[src/rtl/assert_macros.svh]
// Assertion macros for the RTL files; the classifier core includes them.
`ifndef ASSERT_MACROS_SVH
`define ASSERT_MACROS_SVH
`ifndef SYNTHESIS
`define ASSERT_IMP(label, clk, rst_n, ante, cons) \
	label: assert property (@(posedge clk) disable iff (!rst_n) (ante) |-> (cons)) \
		else $error("same-cycle check failed");
`define ASSERT_NXT(label, clk, rst_n, ante, cons) \
	label: assert property (@(posedge clk) disable iff (!rst_n) (ante) |=> (cons)) \
		else $error("next-cycle check failed");
`else
`define ASSERT_IMP(label, clk, rst_n, ante, cons)
`define ASSERT_NXT(label, clk, rst_n, ante, cons)
`endif
`endif

[src/rtl/cilc_pkg.sv]
// Types and constants shared by the integer literal classifier.
package cilc_pkg;

	localparam int VALUE_BITS = 32;
	localparam int CMP_W      = (VALUE_BITS > 32) ? VALUE_BITS : 32;
	localparam int CFG_W      = 32;
	localparam int CFG_IDX_W  = 2;

	localparam logic [CFG_IDX_W-1:0] CFG_MAX_SIGNED_INT   = 2'd0;
	localparam logic [CFG_IDX_W-1:0] CFG_MAX_UNSIGNED_INT = 2'd1;
	localparam logic [CFG_IDX_W-1:0] CFG_MAX_SIGNED_LONG  = 2'd2;

	localparam logic [CFG_W-1:0] RST_MAX_SIGNED_INT   = 32'd32767;
	localparam logic [CFG_W-1:0] RST_MAX_UNSIGNED_INT = 32'd65535;
	localparam logic [CFG_W-1:0] RST_MAX_SIGNED_LONG  = 32'd2147483647;

	typedef enum logic [1:0] {
		RADIX_DEC = 2'd0,
		RADIX_OCT = 2'd1,
		RADIX_HEX = 2'd2
	} cilc_radix_t;

	typedef enum logic [2:0] {
		TYPE_INT    = 3'd0,
		TYPE_UINT   = 3'd1,
		TYPE_LONG   = 3'd2,
		TYPE_ULONG  = 3'd3,
		TYPE_DOUBLE = 3'd4,
		TYPE_FLOAT  = 3'd5
	} cilc_type_t;

	typedef struct packed {
		logic [CFG_W-1:0] max_signed_int;
		logic [CFG_W-1:0] max_unsigned_int;
		logic [CFG_W-1:0] max_signed_long;
	} cilc_cfg_t;

	typedef struct packed {
		logic [31:0] value;
		cilc_type_t  type_code;
		cilc_radix_t radix_code;
		logic        err_no_digits;
		logic        err_exponent_empty;
		logic        err_trailing_junk;
	} cilc_result_t;

endpackage

[src/rtl/cilc_scan.sv]
// Literal scanner: per-character state update and result classification.
module cilc_scan
	import cilc_pkg::*;
(
	input  logic         clk,
	input  logic         arst_n,
	input  logic         step,
	input  logic [7:0]   char_code,
	input  logic         is_last,
	input  cilc_cfg_t    cfg,
	output cilc_result_t result
);

	typedef enum logic [11:0] {
		PH_START   = 12'b000000000001,
		PH_INT     = 12'b000000000010,
		PH_HEXPRE  = 12'b000000000100,
		PH_HEX     = 12'b000000001000,
		PH_SUFFIX  = 12'b000000010000,
		PH_IJUNK   = 12'b000000100000,
		PH_FRAC    = 12'b000001000000,
		PH_EXPMARK = 12'b000010000000,
		PH_EXPSIGN = 12'b000100000000,
		PH_EXPDIG  = 12'b001000000000,
		PH_FSUF    = 12'b010000000000,
		PH_FJUNK   = 12'b100000000000
	} cilc_phase_t;

	cilc_phase_t           phase_q, phase_work, phase_n;
	cilc_radix_t           radix_q, radix_n;
	logic [VALUE_BITS-1:0] acc_q, acc_n, acc_mac, acc_scaled;
	logic [1:0]            idx_q, idx_n;
	logic [1:0]            lcnt_q, lcnt_n;
	logic [1:0]            ucnt_q, ucnt_n;
	logic                  fflag_q, fflag_n;
	logic                  fsuf_q, fsuf_n;
	logic                  err_exp_q, err_exp_n;

	logic                  is_dig, is_hex, is_l, is_u, is_f, is_e, is_sign, is_dot;
	logic [3:0]            dig_val, hex_val, mac_digit;
	logic                  use_hex, hexpre_take;
	logic [CMP_W-1:0]      val_ext;
	logic                  le_int, le_uint, le_long;
	logic                  junk_end;

	assign is_dig  = (char_code >= 8'h30) && (char_code <= 8'h39);
	assign is_hex  = is_dig || ((char_code >= 8'h61) && (char_code <= 8'h66))
		|| ((char_code >= 8'h41) && (char_code <= 8'h46));
	assign is_l    = (char_code == 8'h4C) || (char_code == 8'h6C);
	assign is_u    = (char_code == 8'h55) || (char_code == 8'h75);
	assign is_f    = (char_code == 8'h46) || (char_code == 8'h66);
	assign is_e    = (char_code == 8'h45) || (char_code == 8'h65);
	assign is_sign = (char_code == 8'h2B) || (char_code == 8'h2D);
	assign is_dot  = (char_code == 8'h2E);
	assign dig_val = char_code[3:0];
	assign hex_val = is_dig ? char_code[3:0] : (char_code[3:0] + 4'd9);

	assign hexpre_take = (phase_q == PH_INT) && (idx_q == 2'd1) && (radix_q == RADIX_OCT)
		&& ((char_code == 8'h78) || (char_code == 8'h58));

	assign phase_work = (phase_q == PH_START) ? PH_INT : phase_q;
	assign use_hex    = (phase_work == PH_HEXPRE) || (phase_work == PH_HEX);
	assign mac_digit  = use_hex ? hex_val : dig_val;

	always_comb begin
		if (use_hex) begin
			acc_scaled = acc_q << 4;
		end else if (radix_q == RADIX_OCT) begin
			acc_scaled = acc_q << 3;
		end else begin
			acc_scaled = (acc_q << 3) + (acc_q << 1);
		end
	end

	assign acc_mac = acc_scaled + VALUE_BITS'(mac_digit);

	always_comb begin
		phase_n     = phase_work;
		radix_n     = radix_q;
		acc_n       = acc_q;
		lcnt_n      = lcnt_q;
		ucnt_n      = ucnt_q;
		fflag_n     = fflag_q;
		fsuf_n      = fsuf_q;
		err_exp_n   = err_exp_q;
		idx_n       = (idx_q == 2'd3) ? idx_q : (idx_q + 2'd1);

		if (phase_q == PH_START) begin
			radix_n = (char_code == 8'h30) ? RADIX_OCT : RADIX_DEC;
		end

		if (hexpre_take) begin
			radix_n = RADIX_HEX;
			phase_n = PH_HEXPRE;
		end else begin
			case (phase_work)
				PH_INT: begin
					if (is_dig) begin
						acc_n = acc_mac;
					end else if (is_dot) begin
						fflag_n = 1'b1;
						phase_n = PH_FRAC;
					end else if (is_e) begin
						fflag_n = 1'b1;
						phase_n = PH_EXPMARK;
					end else if (is_l || is_u) begin
						phase_n = PH_SUFFIX;
					end else begin
						phase_n = PH_IJUNK;
					end
				end
				PH_HEXPRE, PH_HEX: begin
					if (is_hex) begin
						acc_n   = acc_mac;
						phase_n = PH_HEX;
					end else if (is_l || is_u) begin
						phase_n = PH_SUFFIX;
					end else begin
						phase_n = PH_IJUNK;
					end
				end
				PH_SUFFIX: begin
					if (!(is_l || is_u)) begin
						phase_n = PH_IJUNK;
					end
				end
				PH_FRAC: begin
					if (is_dig) begin
						phase_n = PH_FRAC;
					end else if (is_e) begin
						phase_n = PH_EXPMARK;
					end else if (is_f) begin
						fsuf_n  = 1'b1;
						phase_n = PH_FSUF;
					end else begin
						phase_n = PH_FJUNK;
					end
				end
				PH_EXPMARK, PH_EXPSIGN: begin
					if (is_sign && (phase_work == PH_EXPMARK)) begin
						phase_n = PH_EXPSIGN;
					end else if (is_dig) begin
						phase_n = PH_EXPDIG;
					end else begin
						err_exp_n = 1'b1;
						if (is_f) begin
							fsuf_n  = 1'b1;
							phase_n = PH_FSUF;
						end else begin
							phase_n = PH_FJUNK;
						end
					end
				end
				PH_EXPDIG: begin
					if (!is_dig) begin
						if (is_f) begin
							fsuf_n  = 1'b1;
							phase_n = PH_FSUF;
						end else begin
							phase_n = PH_FJUNK;
						end
					end
				end
				PH_FSUF: begin
					phase_n = PH_FJUNK;
				end
				default: begin
					phase_n = phase_work;
				end
			endcase

			if ((phase_work == PH_INT || use_hex || phase_work == PH_SUFFIX)
				&& !(phase_work == PH_INT && is_dig) && !(use_hex && is_hex)) begin
				if (is_l && lcnt_q != 2'd2) begin
					lcnt_n = lcnt_q + 2'd1;
				end
				if (is_u && ucnt_q != 2'd2) begin
					ucnt_n = ucnt_q + 2'd1;
				end
			end
		end
	end

	assign junk_end = (phase_n == PH_IJUNK) || (phase_n == PH_FJUNK);

	assign val_ext = CMP_W'(acc_n);
	assign le_int  = val_ext <= CMP_W'(cfg.max_signed_int);
	assign le_uint = val_ext <= CMP_W'(cfg.max_unsigned_int);
	assign le_long = val_ext <= CMP_W'(cfg.max_signed_long);

	always_comb begin
		result.radix_code         = radix_n;
		result.err_no_digits      = (phase_n == PH_HEXPRE);
		result.err_exponent_empty = err_exp_n || (phase_n == PH_EXPMARK)
			|| (phase_n == PH_EXPSIGN);
		if (fflag_n) begin
			result.value             = '0;
			result.type_code         = fsuf_n ? TYPE_FLOAT : TYPE_DOUBLE;
			result.err_trailing_junk = junk_end;
		end else begin
			result.value             = val_ext[31:0];
			result.err_trailing_junk = junk_end || (lcnt_n == 2'd2) || (ucnt_n == 2'd2);
			if (le_int && lcnt_n == 2'd0 && ucnt_n == 2'd0) begin
				result.type_code = TYPE_INT;
			end else if (le_uint && lcnt_n == 2'd0
				&& (radix_n != RADIX_DEC || ucnt_n != 2'd0)) begin
				result.type_code = TYPE_UINT;
			end else if (le_long && ucnt_n == 2'd0) begin
				result.type_code = TYPE_LONG;
			end else begin
				result.type_code = TYPE_ULONG;
			end
		end
	end

	always_ff @(posedge clk or negedge arst_n) begin
		if (!arst_n) begin
			phase_q     <= PH_START;
			radix_q     <= RADIX_DEC;
			acc_q       <= '0;
			idx_q       <= 2'd0;
			lcnt_q      <= 2'd0;
			ucnt_q      <= 2'd0;
			fflag_q     <= 1'b0;
			fsuf_q      <= 1'b0;
			err_exp_q   <= 1'b0;
		end else if (step) begin
			if (is_last) begin
				phase_q     <= PH_START;
				radix_q     <= RADIX_DEC;
				acc_q       <= '0;
				idx_q       <= 2'd0;
				lcnt_q      <= 2'd0;
				ucnt_q      <= 2'd0;
				fflag_q     <= 1'b0;
				fsuf_q      <= 1'b0;
				err_exp_q   <= 1'b0;
			end else begin
				phase_q     <= phase_n;
				radix_q     <= radix_n;
				acc_q       <= acc_n;
				idx_q       <= idx_n;
				lcnt_q      <= lcnt_n;
				ucnt_q      <= ucnt_n;
				fflag_q     <= fflag_n;
				fsuf_q      <= fsuf_n;
				err_exp_q   <= err_exp_n;
			end
		end
	end

endmodule

[src/rtl/c_integer_literal_classifier_core.sv]
// Top level of the C integer literal classifier: handshakes, config and result register.
// Takes one character of a C numeric literal per cycle unless stalled, with is_last marking
// the final character; a literal's result appears on out_valid once its last character has
// passed the input and result registers. Each character is registered, then one pass of
// scanner logic (base select, shift-add accumulate, suffix count, type compare against the
// three limit registers) feeds the result register. Input is stalled only while a finished
// result waits at the output and the held character is last. The user must write the limit
// registers via cfg_write/cfg_index/cfg_data only while no literal is in progress; unenforced.
`include "assert_macros.svh"

module c_integer_literal_classifier_core
	import cilc_pkg::*;
(
	input  logic                 clk,
	input  logic                 arst_n,
	input  logic                 cfg_write,
	input  logic [CFG_IDX_W-1:0] cfg_index,
	input  logic [CFG_W-1:0]     cfg_data,
	input  logic                 in_valid,
	output logic                 in_stall,
	input  logic [7:0]           char_code,
	input  logic                 is_last,
	output logic                 out_valid,
	input  logic                 out_stall,
	output logic [31:0]          value_out,
	output logic [2:0]           type_code,
	output logic [1:0]           radix_code,
	output logic                 err_no_digits,
	output logic                 err_exponent_empty,
	output logic                 err_trailing_junk
);

	cilc_cfg_t    cfg_q;
	logic         valid_s1, last_s1;
	logic [7:0]   char_s1;
	logic         valid_s2;
	cilc_result_t res_s2;
	cilc_result_t scan_res;
	logic         advance_s1;

	always_ff @(posedge clk or negedge arst_n) begin
		if (!arst_n) begin
			cfg_q.max_signed_int   <= RST_MAX_SIGNED_INT;
			cfg_q.max_unsigned_int <= RST_MAX_UNSIGNED_INT;
			cfg_q.max_signed_long  <= RST_MAX_SIGNED_LONG;
		end else if (cfg_write) begin
			case (cfg_index)
				CFG_MAX_SIGNED_INT:   cfg_q.max_signed_int   <= cfg_data;
				CFG_MAX_UNSIGNED_INT: cfg_q.max_unsigned_int <= cfg_data;
				CFG_MAX_SIGNED_LONG:  cfg_q.max_signed_long  <= cfg_data;
				default: begin
				end
			endcase
		end
	end

	assign advance_s1 = valid_s1 && (!last_s1 || !valid_s2 || !out_stall);
	assign in_stall   = valid_s1 && !advance_s1;

	always_ff @(posedge clk or negedge arst_n) begin
		if (!arst_n) begin
			valid_s1 <= 1'b0;
		end else if (in_valid && !in_stall) begin
			valid_s1 <= 1'b1;
		end else if (advance_s1) begin
			valid_s1 <= 1'b0;
		end
	end

	always_ff @(posedge clk) begin
		if (in_valid && !in_stall) begin
			char_s1 <= char_code;
			last_s1 <= is_last;
		end
	end

	cilc_scan u_scan (
		.clk       (clk),
		.arst_n    (arst_n),
		.step      (advance_s1),
		.char_code (char_s1),
		.is_last   (last_s1),
		.cfg       (cfg_q),
		.result    (scan_res)
	);

	// hold the result until transferred out
	always_ff @(posedge clk or negedge arst_n) begin
		if (!arst_n) begin
			valid_s2 <= 1'b0;
		end else if (advance_s1 && last_s1) begin
			valid_s2 <= 1'b1;
		end else if (!out_stall) begin
			valid_s2 <= 1'b0;
		end
	end

	always_ff @(posedge clk) begin
		if (advance_s1 && last_s1) begin
			res_s2 <= scan_res;
		end
	end

	assign out_valid          = valid_s2;
	assign value_out          = res_s2.value;
	assign type_code          = res_s2.type_code;
	assign radix_code         = res_s2.radix_code;
	assign err_no_digits      = res_s2.err_no_digits;
	assign err_exponent_empty = res_s2.err_exponent_empty;
	assign err_trailing_junk  = res_s2.err_trailing_junk;

	`ASSERT_IMP(a_stall_cause, clk, arst_n, in_stall, valid_s1 && last_s1 && valid_s2 && out_stall)
	`ASSERT_NXT(a_last_lands, clk, arst_n, advance_s1 && last_s1, valid_s2)
	`ASSERT_IMP(a_float_zero, clk, arst_n, valid_s2 && (res_s2.type_code == TYPE_DOUBLE || res_s2.type_code == TYPE_FLOAT), res_s2.value == 32'd0)
	`ASSERT_IMP(a_nodig_hex, clk, arst_n, valid_s2 && res_s2.err_no_digits, res_s2.radix_code == RADIX_HEX && res_s2.type_code == TYPE_INT)
	`ASSERT_IMP(a_exp_float, clk, arst_n, valid_s2 && res_s2.err_exponent_empty, res_s2.type_code == TYPE_DOUBLE || res_s2.type_code == TYPE_FLOAT)

endmodule
[config.mk]
export PLATFORM = sky130hd
export DESIGN_NAME = c_integer_literal_classifier_core
export DESIGN_NICKNAME = d
export VERILOG_FILES = /design/src/rtl/cilc_pkg.sv /design/src/rtl/cilc_scan.sv /design/src/rtl/c_integer_literal_classifier_core.sv
export VERILOG_INCLUDE_DIRS = /design/src /design/src/rtl
export SDC_FILE = /design/constraint.sdc
export NUM_CORES = 1
export LEC_CHECK = 0
export ABC_AREA = 1
export BUFFER_PORTS_ARGS = -buffer_cell sky130_fd_sc_hd__buf_2
export CORE_MARGIN = 8
export CORE_UTILIZATION = 60
export DETAILED_ROUTE_END_ITERATION = 6
export GPL_TIMING_DRIVEN = 0
export PLACE_DENSITY = 0.87
export SYNTH_ARGS = -nofsm -noshare
export SYNTH_HDL_FRONTEND = slang
export SYNTH_SLANG_ARGS = --single-unit
[constraint.sdc]
create_clock -name clk -period 7.62 [get_ports clk]
set_input_delay 0.762 -clock clk [delete_from_list [all_inputs] [get_ports clk]]
set_output_delay 0.762 -clock clk [all_outputs]
set_load 0.01 [all_outputs]
==> impl_metrics.toml <==
[clocking]
clockBufferDepth = 3
cts_sinks = 202
cts_tree = "done"
insertion_delay_ps = 520
post_cts_resize_count = 0
cts_root_buf = "clkbuf_16"
path_clk_slew_ps = 70
cts_inserted_buffers = 23
htreeDepth = 1
post-cts-setup-buffers = 0
ctsHoldBuffers = 0

[sta]
rsz0062_at_grt = "no"
min_period_over_period = 0.886
slew_viol_final = 0
clock.fmax_mhz = 148
hold_violations = 0
fin_crit_ps = 6760
finalWorstSetupSlack_ps = 865
slew_headroom = 0.289
fin_tns_setup_ps = 0
hold_ws_ps = 244
finalSetupViolCount = 0
worst_slew_pin_slew_ps = 1060
finClkSkew_ps = 15.8

[finish]
final_common_cell = "nand2_1"
final_util = 0.675
syn_to_final_growth_pct = 10.9
drive_above_1_share = 0.119
final_area_sq_um = 16900
seq_area_sq_um = 5380
layout_common_cells = "nand2_1 (589), inv_1 (382), o21ai_0 (160), nor2_1 (152), ha_1 (136)"
fillerInstances = 2145
instances_no_fill = 2597
insertedDiodeCount = 0
nNetsFinal = 2437
multiInputGateArea_sq_um = 8160

[synthesis]
synthFlopType = "dfrtp_1"
ys_types = 61
syn-cell-area_sq_um = 15200
ys_warn_count = 0
synth-async-reset-ratio = 0.757
synth-edff-count = 49
ys_ff_latch = 202
synth_area_per_cell_sq_um = 7.13
synth_seq_area_share = 0.353
synth_nets = 2322
synthCells = 2136

[die]
start_util = 0.609
die_w_um = 175
die_h_um = 175
core_area_sq_um = 25000
core.rowCount = 58
io_pins = 90
fp.dieArea_sq_um = 30800

[pwr]
leakage_nw = 8.66
p_total_mw = 3.68
powerDensity_nw_per_um2 = 218
ir_drop_mv = 0.234

[flow_run]
maxCapViolations = 0

[grt]
grtUsageTotal = 0.298
grt_overflow_total = 0
grt_max_degree = 88
antenna_found_initial = 0
grt_pass1_vias = 14487
grt_pass1_wl_um = 74300

[place]
hpwl_um = 36300
post_dp_cell_area_sq_um = 16100
io_buffers = 89
gp_congestion = 0.996
place_ws_ps = 1060
dp_cells = 2556

[critical_path]
cpMaxStageDelayCell = "edfxtp_1"
max_stage_delay_ps = 480
critical_path.startpoint_type = "flip-flop"
r2r_slack_ps = 860
setup.worst_path.end_class = "flip-flop"
worst-endpoint-arrival_ps = 7010
critPathRequiredTime_ps = 7870
cp_common_cell = "nand2_1"
crit_type = "reg -> reg"
path_max_fanout = 7

[worst_hold_path]
min_path_type = "in -> async"

[detailed_routing]
dr.pass1.iters = 6
num_vias = 14890
drc = 0
post_drt_via_cell_ratio = 5.73
ant_nets = 0
routed_wl_um = 46100
routedWlPerCell_um = 17.8
drt_iter0_drc = 1499

[run_status]
status = "finished, final reports clean"
==> cell usage after synthesis, drive strengths merged (3+ instances only) <==
cell type    n  share of area
a211oi       6         0.0030
a21oi      112          0.038
a22oi        3         0.0015
a31oi        8         0.0033
and2         3         0.0012
and3         4         0.0016
buf         14         0.0056
clkbuf      34         0.0084
dfrtp       90           0.15
dfstp       63           0.11
edfxtp      49          0.097
ha         136           0.11
inv        393          0.097
nand2      601           0.15
nand3      104          0.037
nand3b       7         0.0037
nand4       45          0.020
nor2       173          0.050
nor3        25         0.0085
nor4         7         0.0029
o211ai       8         0.0039
o21a         5         0.0025
o21ai      175          0.059
o21bai       6         0.0032
o221ai       5         0.0029
o22ai       28          0.011
or2          5         0.0021
xnor2        3         0.0017
xor2         9         0.0052
==> report_power, final <==
part | internal, mW | switching (mW) | leakage, nW
registers | 1.28 | 0.0757 | 2.33
logic | 0.378 | 0.807 | 5.95
clock network | 0.680 | 0.460 | 0.371
total | 2.33 | 1.34 | 8.66
==> worst max-delay path, delay by kind of cell (launching register included) <==
family / cells / cell delay, ps
AOI/OAI and AO/OA: 5 / 800
xor gates and xnor gates: 1 / 340
adders and majority gates: 3 / 900
buffers and inverters: 3 / 490
DFF: 1 / 480
and+or+nand+nor: 22 / 3440
==> cell type report <==
type,count,share of cell area
plain buffers,48,0.0126
clock buffers,31,0.0395
clock inverters,10,0.00592
inverters,394,0.0878
multi-input cells,1492,0.483
flip-flops and latches,202,0.318
well taps,330,0.0244
repair buffers,90,0.0284
==> worst paths after layout <==
check | startpoint | end | cells past startpoint
max in group asynchronous | arst_n | cfg_q[4] | 2
min in group clk | char_code[7] | char_s1[7] | 1
max reg2reg | char_s1[0] | type_code[0] | 34
min | arst_n | u_scan.phase_q[8] | 1
max | char_s1[0] | type_code[0] | 34
min reg2reg | cfg_q[19] | cfg_q[19] | 2
==> registers in the layout, indices dropped and copies added (netlist names) <==
| signal | cells |
|---|---|
| radix_code | 2 |
| cfg_q | 96 |
| u_scan.fflag_q | 1 |
| out_valid | 1 |
| u_scan.radix_q | 2 |
| last_s1 | 1 |
| u_scan.fsuf_q | 1 |
| u_scan.idx_q | 2 |
| value_out | 32 |
| type_code | 3 |
| err_trailing_junk | 1 |
| u_scan.err_exp_q | 1 |
| u_scan.lcnt_q | 2 |
| u_scan.acc_q | 32 |
| err_exponent_empty | 1 |
| err_no_digits | 1 |
| u_scan.ucnt_q | 2 |
| char_s1 | 8 |
| u_scan.phase_q | 12 |
| valid_s1 | 1 |
==> cell families after synthesis <==
logic type,Yosys count,synth area share
AND/OR/NAND/NOR,975,0.279
buffers and inverters,442,0.111
AO/OA/AOI/OAI,366,0.134
flip-flops,202,0.353
adder cells (fa/ha/maj),138,0.114
XOR/XNOR,12,0.00690
multiplexers,1,0.000739
==> per-layer routing <==
layer / up-vias / share of wire / wire length [um] / global-route usage
met5: - / 0 / 0 / 0
met1: 6876 / 0.40 / 18600 / 0.382
met2: 712 / 0.47 / 21600 / 0.498
met4: 0 / 0.044 / 2030 / 0.129
li1: 7167 / - / - / -
met3: 135 / 0.084 / 3880 / 0.0423
Power figures use the tool's default switching activity.
